**src/hw/rtl/mcsd_pkg.sv**
```systemverilog
`default_nettype none

package mcsd_pkg;

  localparam int GROUPS_DEF             = 3;
  localparam int CHANNELS_PER_GROUP_DEF = 8;
  localparam int MASK_BITS_DEF          = 32;

  localparam int CFG_INDEX_W = 3;
  localparam int CFG_DATA_W  = 64;

  // Configuration register indexes.
  localparam logic [CFG_INDEX_W-1:0] REG_TABLE_A = 3'd0;
  localparam logic [CFG_INDEX_W-1:0] REG_TABLE_B = 3'd1;
  localparam logic [CFG_INDEX_W-1:0] REG_TABLE_C = 3'd2;
  localparam logic [CFG_INDEX_W-1:0] REG_BASE    = 3'd3;
  localparam logic [CFG_INDEX_W-1:0] REG_SETUP_A = 3'd4;
  localparam logic [CFG_INDEX_W-1:0] REG_SETUP_B = 3'd5;
  localparam logic [CFG_INDEX_W-1:0] REG_SETUP_C = 3'd6;

  localparam int          NEG_SIDE_BIT = 7;
  localparam logic [7:0]  END_MARK     = 8'hff;
  localparam logic [3:0]  NOT_STARTED  = 4'hf;
  localparam int          POS_W        = 9;

  typedef struct packed {
    logic              take;
    logic              hi;
    logic [POS_W-1:0]  pos;
    logic [3:0]        next_ch;
    logic [31:0]       ctrl_word;
  } grp_step_t;

  function automatic logic [7:0] info_byte(input logic [63:0] tbl, input logic [2:0] idx);
    info_byte = tbl[{idx, 3'b000} +: 8];
  endfunction

endpackage

`default_nettype wire

```
**src/hw/rtl/mcsd_group.sv**
```systemverilog
`default_nettype none

module mcsd_group #(
  parameter int CHANNELS_PER_GROUP = mcsd_pkg::CHANNELS_PER_GROUP_DEF,
  parameter int MASK_BITS          = mcsd_pkg::MASK_BITS_DEF
) (
  input  wire logic [63:0]         chan_table,
  input  wire logic [63:0]         setup_words,
  input  wire logic [7:0]          base,
  input  wire logic [3:0]          ch,
  input  wire logic                level,
  output mcsd_pkg::grp_step_t      step
);

  logic [7:0] cur_info;
  logic [7:0] nxt_info;
  logic [7:0] sel_info;
  logic [3:0] inc_ch;
  logic [3:0] next_ch;
  logic       started;

  always_comb begin
    started  = ch < 4'(CHANNELS_PER_GROUP);
    cur_info = mcsd_pkg::info_byte(chan_table, ch[2:0]);
    inc_ch   = ch + 4'd1;
    nxt_info = mcsd_pkg::info_byte(chan_table, inc_ch[2:0]);
    if (!started || inc_ch >= 4'(CHANNELS_PER_GROUP) || nxt_info == mcsd_pkg::END_MARK) begin
      next_ch = 4'd0;
    end else begin
      next_ch = inc_ch;
    end
    sel_info = mcsd_pkg::info_byte(chan_table, next_ch[2:0]);

    step.hi      = level ^ cur_info[mcsd_pkg::NEG_SIDE_BIT];
    step.pos     = mcsd_pkg::POS_W'(base) + mcsd_pkg::POS_W'(ch);
    // Samples landing past the top of the mask are dropped, but the scan moves on.
    step.take    = started && (step.pos < mcsd_pkg::POS_W'(MASK_BITS));
    step.next_ch = next_ch;
    if (sel_info[mcsd_pkg::NEG_SIDE_BIT]) begin
      step.ctrl_word = {20'd0, sel_info, 4'd0} | setup_words[63:32];
    end else begin
      step.ctrl_word = {24'd0, sel_info} | setup_words[31:0];
    end
  end

endmodule

`default_nettype wire

```
**src/hw/rtl/mcsd_debounce.sv**
```systemverilog
`default_nettype none

module mcsd_debounce #(
  parameter int MASK_BITS = mcsd_pkg::MASK_BITS_DEF
) (
  input  wire logic [MASK_BITS-1:0] prev_in,
  input  wire logic [MASK_BITS-1:0] stable_in,
  input  wire mcsd_pkg::grp_step_t  step,
  output logic      [MASK_BITS-1:0] prev_out,
  output logic      [MASK_BITS-1:0] stable_out
);

  localparam int IDX_W = (MASK_BITS > 1) ? $clog2(MASK_BITS) : 1;

  logic [IDX_W-1:0] idx;

  always_comb begin
    idx        = step.pos[IDX_W-1:0];
    prev_out   = prev_in;
    stable_out = stable_in;
    if (step.take) begin
      // Two equal samples in a row settle the state; otherwise remember the new one.
      if (prev_in[idx] == step.hi) begin
        stable_out[idx] = step.hi;
      end else begin
        prev_out[idx] = step.hi;
      end
    end
  end

endmodule

`default_nettype wire

```
**src/hw/rtl/multiplexed_comparator_scan_debounce_unit.sv**
```systemverilog
`default_nettype none

// Channel   Handshake           Payload
// --------  ------------------  ----------------------------------------------
// in        in_valid/in_stall   level_a, level_b, level_c
// out       out_valid/out_stall ctrl_word_a, ctrl_word_b, ctrl_word_c,
//                               debounced_mask
// cfg       cfg_we              cfg_index, cfg_data (write only)
//
// A request is taken into an input register; when the output is not stalled, one
// pass of per-group logic updates the scan state and loads the result register.
// out_valid rises with that load; one request per cycle while the output is not stalled.
// Synchronous reset puts every group in the not-started state and clears masks.
// A stalled result holds; the input register keeps accepting while it can drain.
module multiplexed_comparator_scan_debounce_unit #(
  parameter int GROUPS             = mcsd_pkg::GROUPS_DEF,
  parameter int CHANNELS_PER_GROUP = mcsd_pkg::CHANNELS_PER_GROUP_DEF,
  parameter int MASK_BITS          = mcsd_pkg::MASK_BITS_DEF
) (
  input  wire logic                                clk,
  input  wire logic                                rst,
  input  wire logic                                cfg_we,
  input  wire logic [mcsd_pkg::CFG_INDEX_W-1:0]    cfg_index,
  input  wire logic [mcsd_pkg::CFG_DATA_W-1:0]     cfg_data,
  input  wire logic                                in_valid,
  output logic                                     in_stall,
  input  wire logic                                level_a,
  input  wire logic                                level_b,
  input  wire logic                                level_c,
  output logic                                     out_valid,
  input  wire logic                                out_stall,
  output logic [31:0]                              ctrl_word_a,
  output logic [31:0]                              ctrl_word_b,
  output logic [31:0]                              ctrl_word_c,
  output logic [31:0]                              debounced_mask
);

  logic [2:0][63:0]          chan_table;
  logic [2:0][63:0]          setup_words;
  logic [23:0]               base_bits;

  logic                      s1_valid;
  logic [2:0]                s1_level;
  logic                      advance;
  logic                      in_take;

  logic [2:0][3:0]           active_ch;
  logic [2:0][3:0]           active_ch_next;
  logic [MASK_BITS-1:0]      prev_mask;
  logic [MASK_BITS-1:0]      stable_mask;
  logic [3:0][MASK_BITS-1:0] prev_chain;
  logic [3:0][MASK_BITS-1:0] stable_chain;
  logic [2:0][31:0]          words_next;
  logic [2:0][31:0]          words;

  assign advance  = s1_valid && (!out_valid || !out_stall);
  assign in_stall = s1_valid && out_valid && out_stall;
  assign in_take  = in_valid && !in_stall;

  always_ff @(posedge clk) begin
    if (rst) begin
      chan_table  <= '0;
      setup_words <= '0;
      base_bits   <= '0;
    end else if (cfg_we) begin
      case (cfg_index)
        mcsd_pkg::REG_TABLE_A: chan_table[0]  <= cfg_data;
        mcsd_pkg::REG_TABLE_B: chan_table[1]  <= cfg_data;
        mcsd_pkg::REG_TABLE_C: chan_table[2]  <= cfg_data;
        mcsd_pkg::REG_BASE:    base_bits      <= cfg_data[23:0];
        mcsd_pkg::REG_SETUP_A: setup_words[0] <= cfg_data;
        mcsd_pkg::REG_SETUP_B: setup_words[1] <= cfg_data;
        mcsd_pkg::REG_SETUP_C: setup_words[2] <= cfg_data;
        default: ;
      endcase
    end
  end

  assign prev_chain[0]   = prev_mask;
  assign stable_chain[0] = stable_mask;

  // Groups are applied in order, so a later group sees bits an earlier one just wrote.
  for (genvar g = 0; g < 3; g++) begin : g_grp
    if (g < GROUPS) begin : g_used
      mcsd_pkg::grp_step_t step;

      mcsd_group #(
        .CHANNELS_PER_GROUP(CHANNELS_PER_GROUP),
        .MASK_BITS(MASK_BITS)
      ) u_group (
        .chan_table (chan_table[g]),
        .setup_words(setup_words[g]),
        .base       (base_bits[g*8 +: 8]),
        .ch         (active_ch[g]),
        .level      (s1_level[g]),
        .step       (step)
      );

      mcsd_debounce #(
        .MASK_BITS(MASK_BITS)
      ) u_debounce (
        .prev_in   (prev_chain[g]),
        .stable_in (stable_chain[g]),
        .step      (step),
        .prev_out  (prev_chain[g+1]),
        .stable_out(stable_chain[g+1])
      );

      assign active_ch_next[g] = step.next_ch;
      assign words_next[g]     = step.ctrl_word;
    end else begin : g_unused
      assign prev_chain[g+1]   = prev_chain[g];
      assign stable_chain[g+1] = stable_chain[g];
      assign active_ch_next[g] = active_ch[g];
      assign words_next[g]     = 32'd0;
    end
  end

  always_ff @(posedge clk) begin
    if (rst) begin
      s1_valid    <= 1'b0;
      out_valid   <= 1'b0;
      active_ch   <= {3{mcsd_pkg::NOT_STARTED}};
      prev_mask   <= '0;
      stable_mask <= '0;
    end else begin
      if (in_take) begin
        s1_valid <= 1'b1;
      end else if (advance) begin
        s1_valid <= 1'b0;
      end
      if (advance) begin
        out_valid   <= 1'b1;
        active_ch   <= active_ch_next;
        prev_mask   <= prev_chain[3];
        stable_mask <= stable_chain[3];
      end else if (!out_stall) begin
        out_valid <= 1'b0;
      end
    end
  end

  always_ff @(posedge clk) begin
    if (in_take) begin
      s1_level <= {level_c, level_b, level_a};
    end
    if (advance) begin
      words <= words_next;
    end
  end

  assign ctrl_word_a    = words[0];
  assign ctrl_word_b    = words[1];
  assign ctrl_word_c    = words[2];
  assign debounced_mask = 32'(stable_mask);

endmodule

`default_nettype wire
```
**config.mk**
```make
export PLATFORM = sky130hd
export DESIGN_NAME = multiplexed_comparator_scan_debounce_unit
export DESIGN_NICKNAME = d
export VERILOG_FILES = /design/src/hw/rtl/mcsd_pkg.sv /design/src/hw/rtl/mcsd_group.sv /design/src/hw/rtl/mcsd_debounce.sv /design/src/hw/rtl/multiplexed_comparator_scan_debounce_unit.sv
export SDC_FILE = /design/constraint.sdc
export NUM_CORES = 2
export LEC_CHECK = 0
export BUFFER_PORTS_ARGS = -buffer_cell sky130_fd_sc_hd__buf_2
export CAP_MARGIN = 5
export CORE_MARGIN = 5
export CORE_UTILIZATION = 45
export DETAILED_ROUTE_END_ITERATION = 10
export PLACE_DENSITY = 0.6
export RECOVER_POWER = 50
export SETUP_SLACK_MARGIN = 0.2
export SLEW_MARGIN = 20
export SYNTH_ARGS = -nofsm -noshare
export SYNTH_HDL_FRONTEND = slang
export SYNTH_SLANG_ARGS = --single-unit
```
**constraint.sdc**
```tcl
create_clock -name clk -period 5.7 [get_ports clk]
set_clock_uncertainty 0.1 [all_clocks]
set_input_delay 0.57 -clock clk [delete_from_list [all_inputs] [get_ports clk]]
set_output_delay 0.57 -clock clk [all_outputs]
set_load 0.01 [all_outputs]
```
-- Word-level counts from Yosys, hierarchy flattened
Cells that the tools add are included.
- bits in registers: 585
- output and inout bits: 130
- word-level logic and storage cells: 142
- add/subtract/negate cells: 6
- order comparisons: 15
- eq/ne operators: 13
- shift-type cells: 9
- mux-type cells: 40
- bitwise logic cells: 9
- reduce and logical (&&, ||, !) cells: 32
- operator list (operator ; count):
    $shiftx A64 B7 Y8 ; 9
    $mux W32 ; 15
    $bwmux W32 ; 6
    $or A12 B32 Y32 ; 3
    $or A8 B32 Y32 ; 3
    $add A8 B4 Y9 ; 3
    $lt A9 B6 Y1 const B ; 3
    $eq A8 B8 Y1 const B ; 3
    $lt A5 B6 Y1 const B ; 3
    $bmux W1 S5 ; 3
    $demux W1 S5 ; 3
    $ge A5 B1 Y1 const B ; 3
    $reduce_and A2 Y1 ; 7
    $add A4 B1 Y4 const B ; 3
    $ge A4 B4 Y1 const B ; 3
    $lt A4 B4 Y1 const B ; 3
    $mux W4 ; 3
    $logic_and A1 B1 Y1 ; 10
    $mux W1 ; 10
    $eq A3 B3 Y1 const B ; 3
    $logic_or A1 B1 Y1 ; 7
    $eq A3 B2 Y1 const B ; 2
    $logic_not A1 Y1 ; 6
    $eq A1 B1 Y1 ; 3
    5 further kinds ; 7

-- Logic depth before layout (Yosys ltp)
- word-level depth: 18
- depth in mapped cells: 24
- depth with buffers taken out: 18

-- Modules after synthesis
A second synthesis with hierarchy kept.
- cells, all modules: 3530
- area total of the unflattened synthesis: 34894.7 um^2
- by module, submodules not included (module ; times used ; cells an instance ; area each (um^2) ; sequential area each (um^2)):
    multiplexed_comparator_scan_debounce_unit ; 1 ; 1866 ; 22353.9 ; 12702.2
    mcsd_debounce (g_grp[1].g_used.u_debounce ...) ; 2 ; 342 ; 2338.5 ; 0.0
    mcsd_group (g_grp[0].g_used.u_group ...) ; 2 ; 209 ; 1829.3 ; 0.0
    mcsd_debounce (g_grp[0].g_used.u_debounce) ; 1 ; 341 ; 2351.0 ; 0.0
    mcsd_group (g_grp[2].g_used.u_group) ; 1 ; 221 ; 1854.3 ; 0.0

-- Worst setup path before layout
OpenSTA, ideal clock, no wires.
- path kind: reg2reg
- start point: register active_ch[0] in the netlist's numbering
- end point: register prev_mask[3]
- library setup time: 286 ps
- arrival time: 4652 ps
- data required time: 5314 ps
- setup slack: 662 ps
- cell stages (with the launch flop): 23
- clock period less this slack: 5038 ps
- cells stage by stage: dfxtp_1 -> ha_1 -> inv_1 -> fa_1 -> buf_4 -> buf_6 -> mux2i_1 -> mux4_2 -> mux2_2 -> o41ai_2 -> o31ai_1 -> a221oi_1 -> nand2_1 -> nand2_2 -> nor2_2 -> buf_6 -> a2111oi_4 -> a32oi_2 -> or3_1 -> buf_4 -> buf_6 -> a31oi_1 -> a21oi_1
- cells in the longest elaborated chain, start to end: 18
- RTL lines (element ; line ; source):
    from (decl) ; multiplexed_comparator_scan_debounce_unit.sv:47 ; logic [2:0][3:0] active_ch;
    from (signal assigned) ; multiplexed_comparator_scan_debounce_unit.sv:123 ; active_ch <= {3{mcsd_pkg::NOT_STARTED}};
    from (signal assigned) ; multiplexed_comparator_scan_debounce_unit.sv:134 ; active_ch <= active_ch_next;
    $add A8 B4 Y9 ; mcsd_group.sv:35 ; step.pos = mcsd_pkg::POS_W'(base) + mcsd_pkg::POS_W'(ch);
    $lt A5 B6 Y1 (implied by the code) / $ge A5 B1 Y1 (equally long branches) ; mcsd_debounce.sv:26 ; prev_out[idx] = step.hi;
    $logic_and A1 B1 Y1 (implied by the code) ; mcsd_debounce.sv:26 ;
    $mux W1 (implied by the code) ; mcsd_debounce.sv:26 ;
    $demux W1 S5 ; - ;
    $bwmux W32 ; mcsd_debounce.sv:26 ;
    $mux W32 ; mcsd_debounce.sv:23 ; if (prev_in[idx] == step.hi) begin
    $mux W32 * ; mcsd_debounce.sv:21 ; if (step.take) begin
    [2 not listed] ; - ;
    $eq A1 B1 Y1 ; mcsd_debounce.sv:23 ;
    $mux W32 ; mcsd_debounce.sv:23 ;
    $mux W32 * ; mcsd_debounce.sv:21 ;
    $bmux W1 S5 ; mcsd_debounce.sv:23 ;
    $mux W1 (implied by the code) ; mcsd_debounce.sv:23 ;
    $eq A1 B1 Y1 ; mcsd_debounce.sv:23 ;
    $mux W32 ; mcsd_debounce.sv:23 ;
    $mux W32 * ; mcsd_debounce.sv:21 ;
    to (signal assigned) ; multiplexed_comparator_scan_debounce_unit.sv:135 ; prev_mask <= prev_chain[3];
    to (decl) ; multiplexed_comparator_scan_debounce_unit.sv:49 ; logic [MASK_BITS-1:0] prev_mask;
Every way passes the cells marked *; elsewhere a longest branch is shown, timed or not. The select of a mux whose other input is x is not followed.
A chain may end at the register's enable or synchronous reset.

-- Final worst setup path
- start point: register base_bits[0]
- end point: register prev_mask[12]
- cells in the longest elaborated chain, start to end: 18
- RTL lines (element ; line ; source):
    from (decl) ; multiplexed_comparator_scan_debounce_unit.sv:40 ; logic [23:0] base_bits;
    from (signal assigned) ; multiplexed_comparator_scan_debounce_unit.sv:70 ; mcsd_pkg::REG_BASE: base_bits <= cfg_data[23:0];
    $add A8 B4 Y9 * ; mcsd_group.sv:35 ;
    $lt A5 B6 Y1 (implied by the code) / $ge A5 B1 Y1 (equally long branches) ; mcsd_debounce.sv:26 ;
    $logic_and A1 B1 Y1 (implied by the code) ; mcsd_debounce.sv:26 ;
    $mux W1 (implied by the code) ; mcsd_debounce.sv:26 ;
    $demux W1 S5 ; - ;
    $bwmux W32 ; mcsd_debounce.sv:26 ;
    $mux W32 ; mcsd_debounce.sv:23 ;
    $mux W32 * ; mcsd_debounce.sv:21 ;
    [2 not listed] ; - ;
    $eq A1 B1 Y1 ; mcsd_debounce.sv:23 ;
    $mux W32 ; mcsd_debounce.sv:23 ;
    $mux W32 * ; mcsd_debounce.sv:21 ;
    $bmux W1 S5 ; mcsd_debounce.sv:23 ;
    $mux W1 (implied by the code) ; mcsd_debounce.sv:23 ;
    $eq A1 B1 Y1 ; mcsd_debounce.sv:23 ;
    $mux W32 ; mcsd_debounce.sv:23 ;
    $mux W32 * ; mcsd_debounce.sv:21 ;
Marked as above.

==> impl_metrics.env <==
export IMPL_status="finished with violations"
export IMPL_violations="capacitance limit, slew limit"
export IMPL_rsz0062_at_grt="true"
export IMPL_cts_tree="done"
export IMPL_hold_path_class="in2reg"
export IMPL_slew_viol_final=484
export IMPL_reg2reg_depth=23
export IMPL_pwr_density_cell_mw_per_mm2=313
export IMPL_die_area_mm2=0.0716
export IMPL_track_usage_pct=35.4
export IMPL_antenna_found_initial=2
export IMPL_cts_max_path_buffers=3
export IMPL_synth_edf_count=99
export IMPL_worstHoldStart="level_c"
export IMPL_synth_async_sr_flop_share_pct=0
export IMPL_drc=0
export IMPL_final_layout_size_suffix_gt1_share_pct=15.3
export IMPL_clk_latency_ps=640
export IMPL_h_tree_depth=3
export IMPL_nets=4203
export IMPL_p_leak_nw=12.4
export IMPL_hold_depth=1
export IMPL_tightest_slew_ps=3890
export IMPL_cts_root_buf="clkbuf_16"
export IMPL_worstPathMaxFanout=8
export IMPL_slew_headroom_pct=-159
export IMPL_worst_setup_path_end_kind="flop"
export IMPL_crit_path_start_kind="flop"
export IMPL_regToRegSetupSlack_ps=230
export IMPL_cts_sinks=582
export IMPL_fin_tns_setup_ps=0
export IMPL_path_class="reg2reg"
export IMPL_drt_wl_total_um=132000
export IMPL_start_util_pct=45.4
export IMPL_netlist_area_mm2=0.0299
export IMPL_firstDrtPassIters=8
export IMPL_antenna_cells=0
export IMPL_ys_seq_area_share_pct=42.3
export IMPL_syn_to_final_growth_pct=18.0
export IMPL_fp_dieW_um=268
export IMPL_grt_first_pass_wirelength_um=191000
export IMPL_grt_max_degree=185
export IMPL_rr_startpoint="base_bits[0]"
export IMPL_overflow=0
export IMPL_startpoint="base_bits[0]"
export IMPL_critPathRequiredTime_ps=6090
export IMPL_syn_area_per_cell_um2=7.71
export IMPL_numCtsBuffers=67
export IMPL_via_per_inst=6.08
export IMPL_hold_viol=0
export IMPL_timing_rr_end="prev_mask[12]"
export IMPL_peakVddDrop_mv=0.229
export IMPL_multi_input_area_mm2=0.0163
export IMPL_vias=30600
export IMPL_drtIter0Drc=3287
export IMPL_ys_warnings_count=0
export IMPL_clk_pin_slew_worst_paths_ps=60
export IMPL_ys_flop_type="dfxtp_1"
export IMPL_synthCells=3873
export IMPL_place_area_mm2=0.0327
export IMPL_wire_per_inst_um=26.3
export IMPL_drtAntennaViolNets=0
export IMPL_synth_distinct_cells=100
export IMPL_num_io_pins=205
export IMPL_std_cell_rows=94
export IMPL_maxCapViolations=7
export IMPL_die_y_um=268
export IMPL_grt_pass1_vias=28200
export IMPL_dp_hpwl_um=95400
export IMPL_fmax_ghz=0.183
export IMPL_setup_viol=0
export IMPL_post_route_period_util_pct=96.0
export IMPL_fp_coreArea_mm2=0.0657
export IMPL_fillCellCount=6424
export IMPL_place_congestion=1.05
export IMPL_synth_fp_nets=3966
export IMPL_port_buffers=204
export IMPL_min_period_ps=5470
export IMPL_final_area_mm2=0.0352
export IMPL_seq_area_mm2=0.0126
export IMPL_cp_arrival_ps=5860
export IMPL_ys_ff_latch=582
export IMPL_hold_end="s1_level[2]"
[registers in the layout, indices dropped and copies added (netlist names)]
| register | flops |
|---|---|
| chan_table | 192 |
| setup_words | 189 |
| ctrl_word_a | 32 |
| ctrl_word_b | 32 |
| ctrl_word_c | 32 |
| debounced_mask | 32 |
| prev_mask | 32 |
| base_bits | 24 |
| active_ch | 12 |
| s1_level | 3 |
| out_valid | 1 |
| s1_valid | 1 |
[cell type report]
class	instances	share of cell area (%)
clock buffers	93	5.38
multi-input cells	2976	46.1
clock inverters	30	0.895
inverters	39	0.430
repair buffers	444	8.23
flip-flops and latches	582	35.9
well taps	864	3.07
[cell usage in the layout (no fill, tap or decap), types with 17 or more instances in the layout]
master	n
mux2_2	71
nand4_1	41
a21oi_1	575
a31oi_1	42
a211oi_1	17
nand2_1	1085
nor2b_1	25
nor2_1	228
nand3_1	81
mux2i_1	52
edfxtp_1	99
clkbuf_16	72
o211ai_1	23
nand2b_1	23
o22ai_1	18
o2bb2ai_1	18
nor3_1	94
o21ai_0	201
buf_2	124
dfxtp_1	481
clkbuf_1	99
inv_1	37
o31ai_1	29
buf_4	217
[stage by stage]
stage | total power [mW] | hold WS, ps | utilization [%] | setup WS (ps) | cells
2_1_floorplan | 5.62 | 331 | - | 662 | 3873
3_3_place_gp | 6.63 | 339 | 49.8 | 10.8 | 4882
3_5_place_dp | 6.61 | 344 | 49.8 | 63.6 | 4882
4_1_cts | 10.9 | 1.19 | 53.2 | 188 | 5010
5_1_grt | 11.4 | 14.0 | 53.6 | 101 | 5028
6_report | 11.0 | 24.5 | 53.6 | 227 | 5028
[routing by layer]
| layer | wire [um] | GRT usage (%) | vias up | part of all wire (%) |
|---|---|---|---|---|
| met5 | 27 | 0 | - | 0.020 |
| met4 | 11700 | 23.8 | 4 | 8.8 |
| met3 | 9710 | 5.16 | 450 | 7.4 |
| met2 | 60300 | 57.3 | 1563 | 46 |
| met1 | 50300 | 43.9 | 14500 | 38 |
| li1 | - | - | 14100 | - |
[critical path, cell delays in order (launching register included)]
cell       delay [ps]
dfxtp_2           350
ha_4              140
inv_2              30
fa_2              620
clkbuf_16         180
mux2i_1            70
mux4_2            540
mux2i_4           190
o221a_4           350
buf_6             130
a2111oi_0         120
a221oi_2          270
o211ai_1          200
nand3_2           190
nor2_4             70
buf_12            130
a2111oi_4         300
a32oi_2           160
buf_4             180
or3_4             350
buf_12            160
a221oi_4          300
buf_4             160
nor3_2             30
[repair_timing]
item                                   4_1_cts  5_1_grt
endpoints found under the hold margin        1        0
setup endpoints to repair                   21       59
gates resized for setup                      7       46
hold buffers                                 1        0
buffers inserted                             4       14
pin swaps                                    6       21
cloned                                       0        4
[Yosys cell counts, types with 10 or more instances]
| cell | count | area (um^2) |
|---|---|---|
| nand2_1 | 1089 | 4090 |
| o22ai_1 | 19 | 119 |
| o2bb2ai_1 | 18 | 158 |
| o31ai_1 | 32 | 240 |
| xor2_1 | 14 | 123 |
| buf_2 | 11 | 55.1 |
| a31oi_1 | 43 | 269 |
| nor2b_1 | 26 | 163 |
| o21ai_0 | 210 | 1050 |
| xnor2_1 | 12 | 105 |
| buf_6 | 11 | 124 |
| a2bb2oi_1 | 11 | 96.3 |
| o21a_1 | 13 | 97.6 |
| buf_1 | 10 | 37.5 |
| and2_1 | 14 | 87.6 |
| nand3_1 | 85 | 425 |
| mux2i_1 | 54 | 541 |
| nor4_1 | 10 | 62.6 |
| a21oi_1 | 579 | 2900 |
| nor3_1 | 95 | 475 |
| mux2_2 | 72 | 811 |
| clkbuf_1 | 238 | 893 |
| nand4_1 | 41 | 257 |
| nor2_1 | 231 | 867 |
| inv_1 | 39 | 146 |
| dfxtp_1 | 483 | 9670 |
| edfxtp_1 | 99 | 2970 |
| o211ai_1 | 23 | 173 |
| or3_1 | 13 | 81.3 |
| o221ai_1 | 10 | 87.6 |
| ha_1 | 15 | 188 |
| nand2b_1 | 23 | 144 |
| a211oi_1 | 18 | 135 |
| mux4_2 | 10 | 225 |
[logic make-up after synthesis]
| family | Yosys count | share of synthesized area (%) |
|---|---|---|
| buf+inv | 315 | 4.36 |
| xor+xnor | 30 | 1.02 |
| mux | 138 | 5.42 |
| fa+ha+maj | 18 | 0.829 |
| flops | 582 | 42.3 |
| simple gates | 1664 | 23.3 |
| compound gates | 1126 | 22.8 |
[power by group]
group / switching (mW) / internal, mW / leakage (nW)
combinational: 1.50 / 0.770 / 6.49
sequential: 0.112 / 4.32 / 4.85
clock: 1.87 / 2.45 / 1.08
total: 3.49 / 7.54 / 12.4
[worst max path at each step]
| stage | end | slack [ps] | cells after the start |
|---|---|---|---|
| 6_report | prev_mask[12] | 230 | 23 |
| 5_1_grt | prev_mask[12] | 100 | 22 |
| 4_1_cts | prev_mask[12] | 190 | 22 |
| 3_5_place_dp | prev_mask[12] | 60 | 23 |
| 3_3_place_gp | prev_mask[12] | 10 | 23 |
| 2_1_floorplan | prev_mask[3] | 660 | 22 |
No activity file was read; power rests on OpenSTA's default activity.
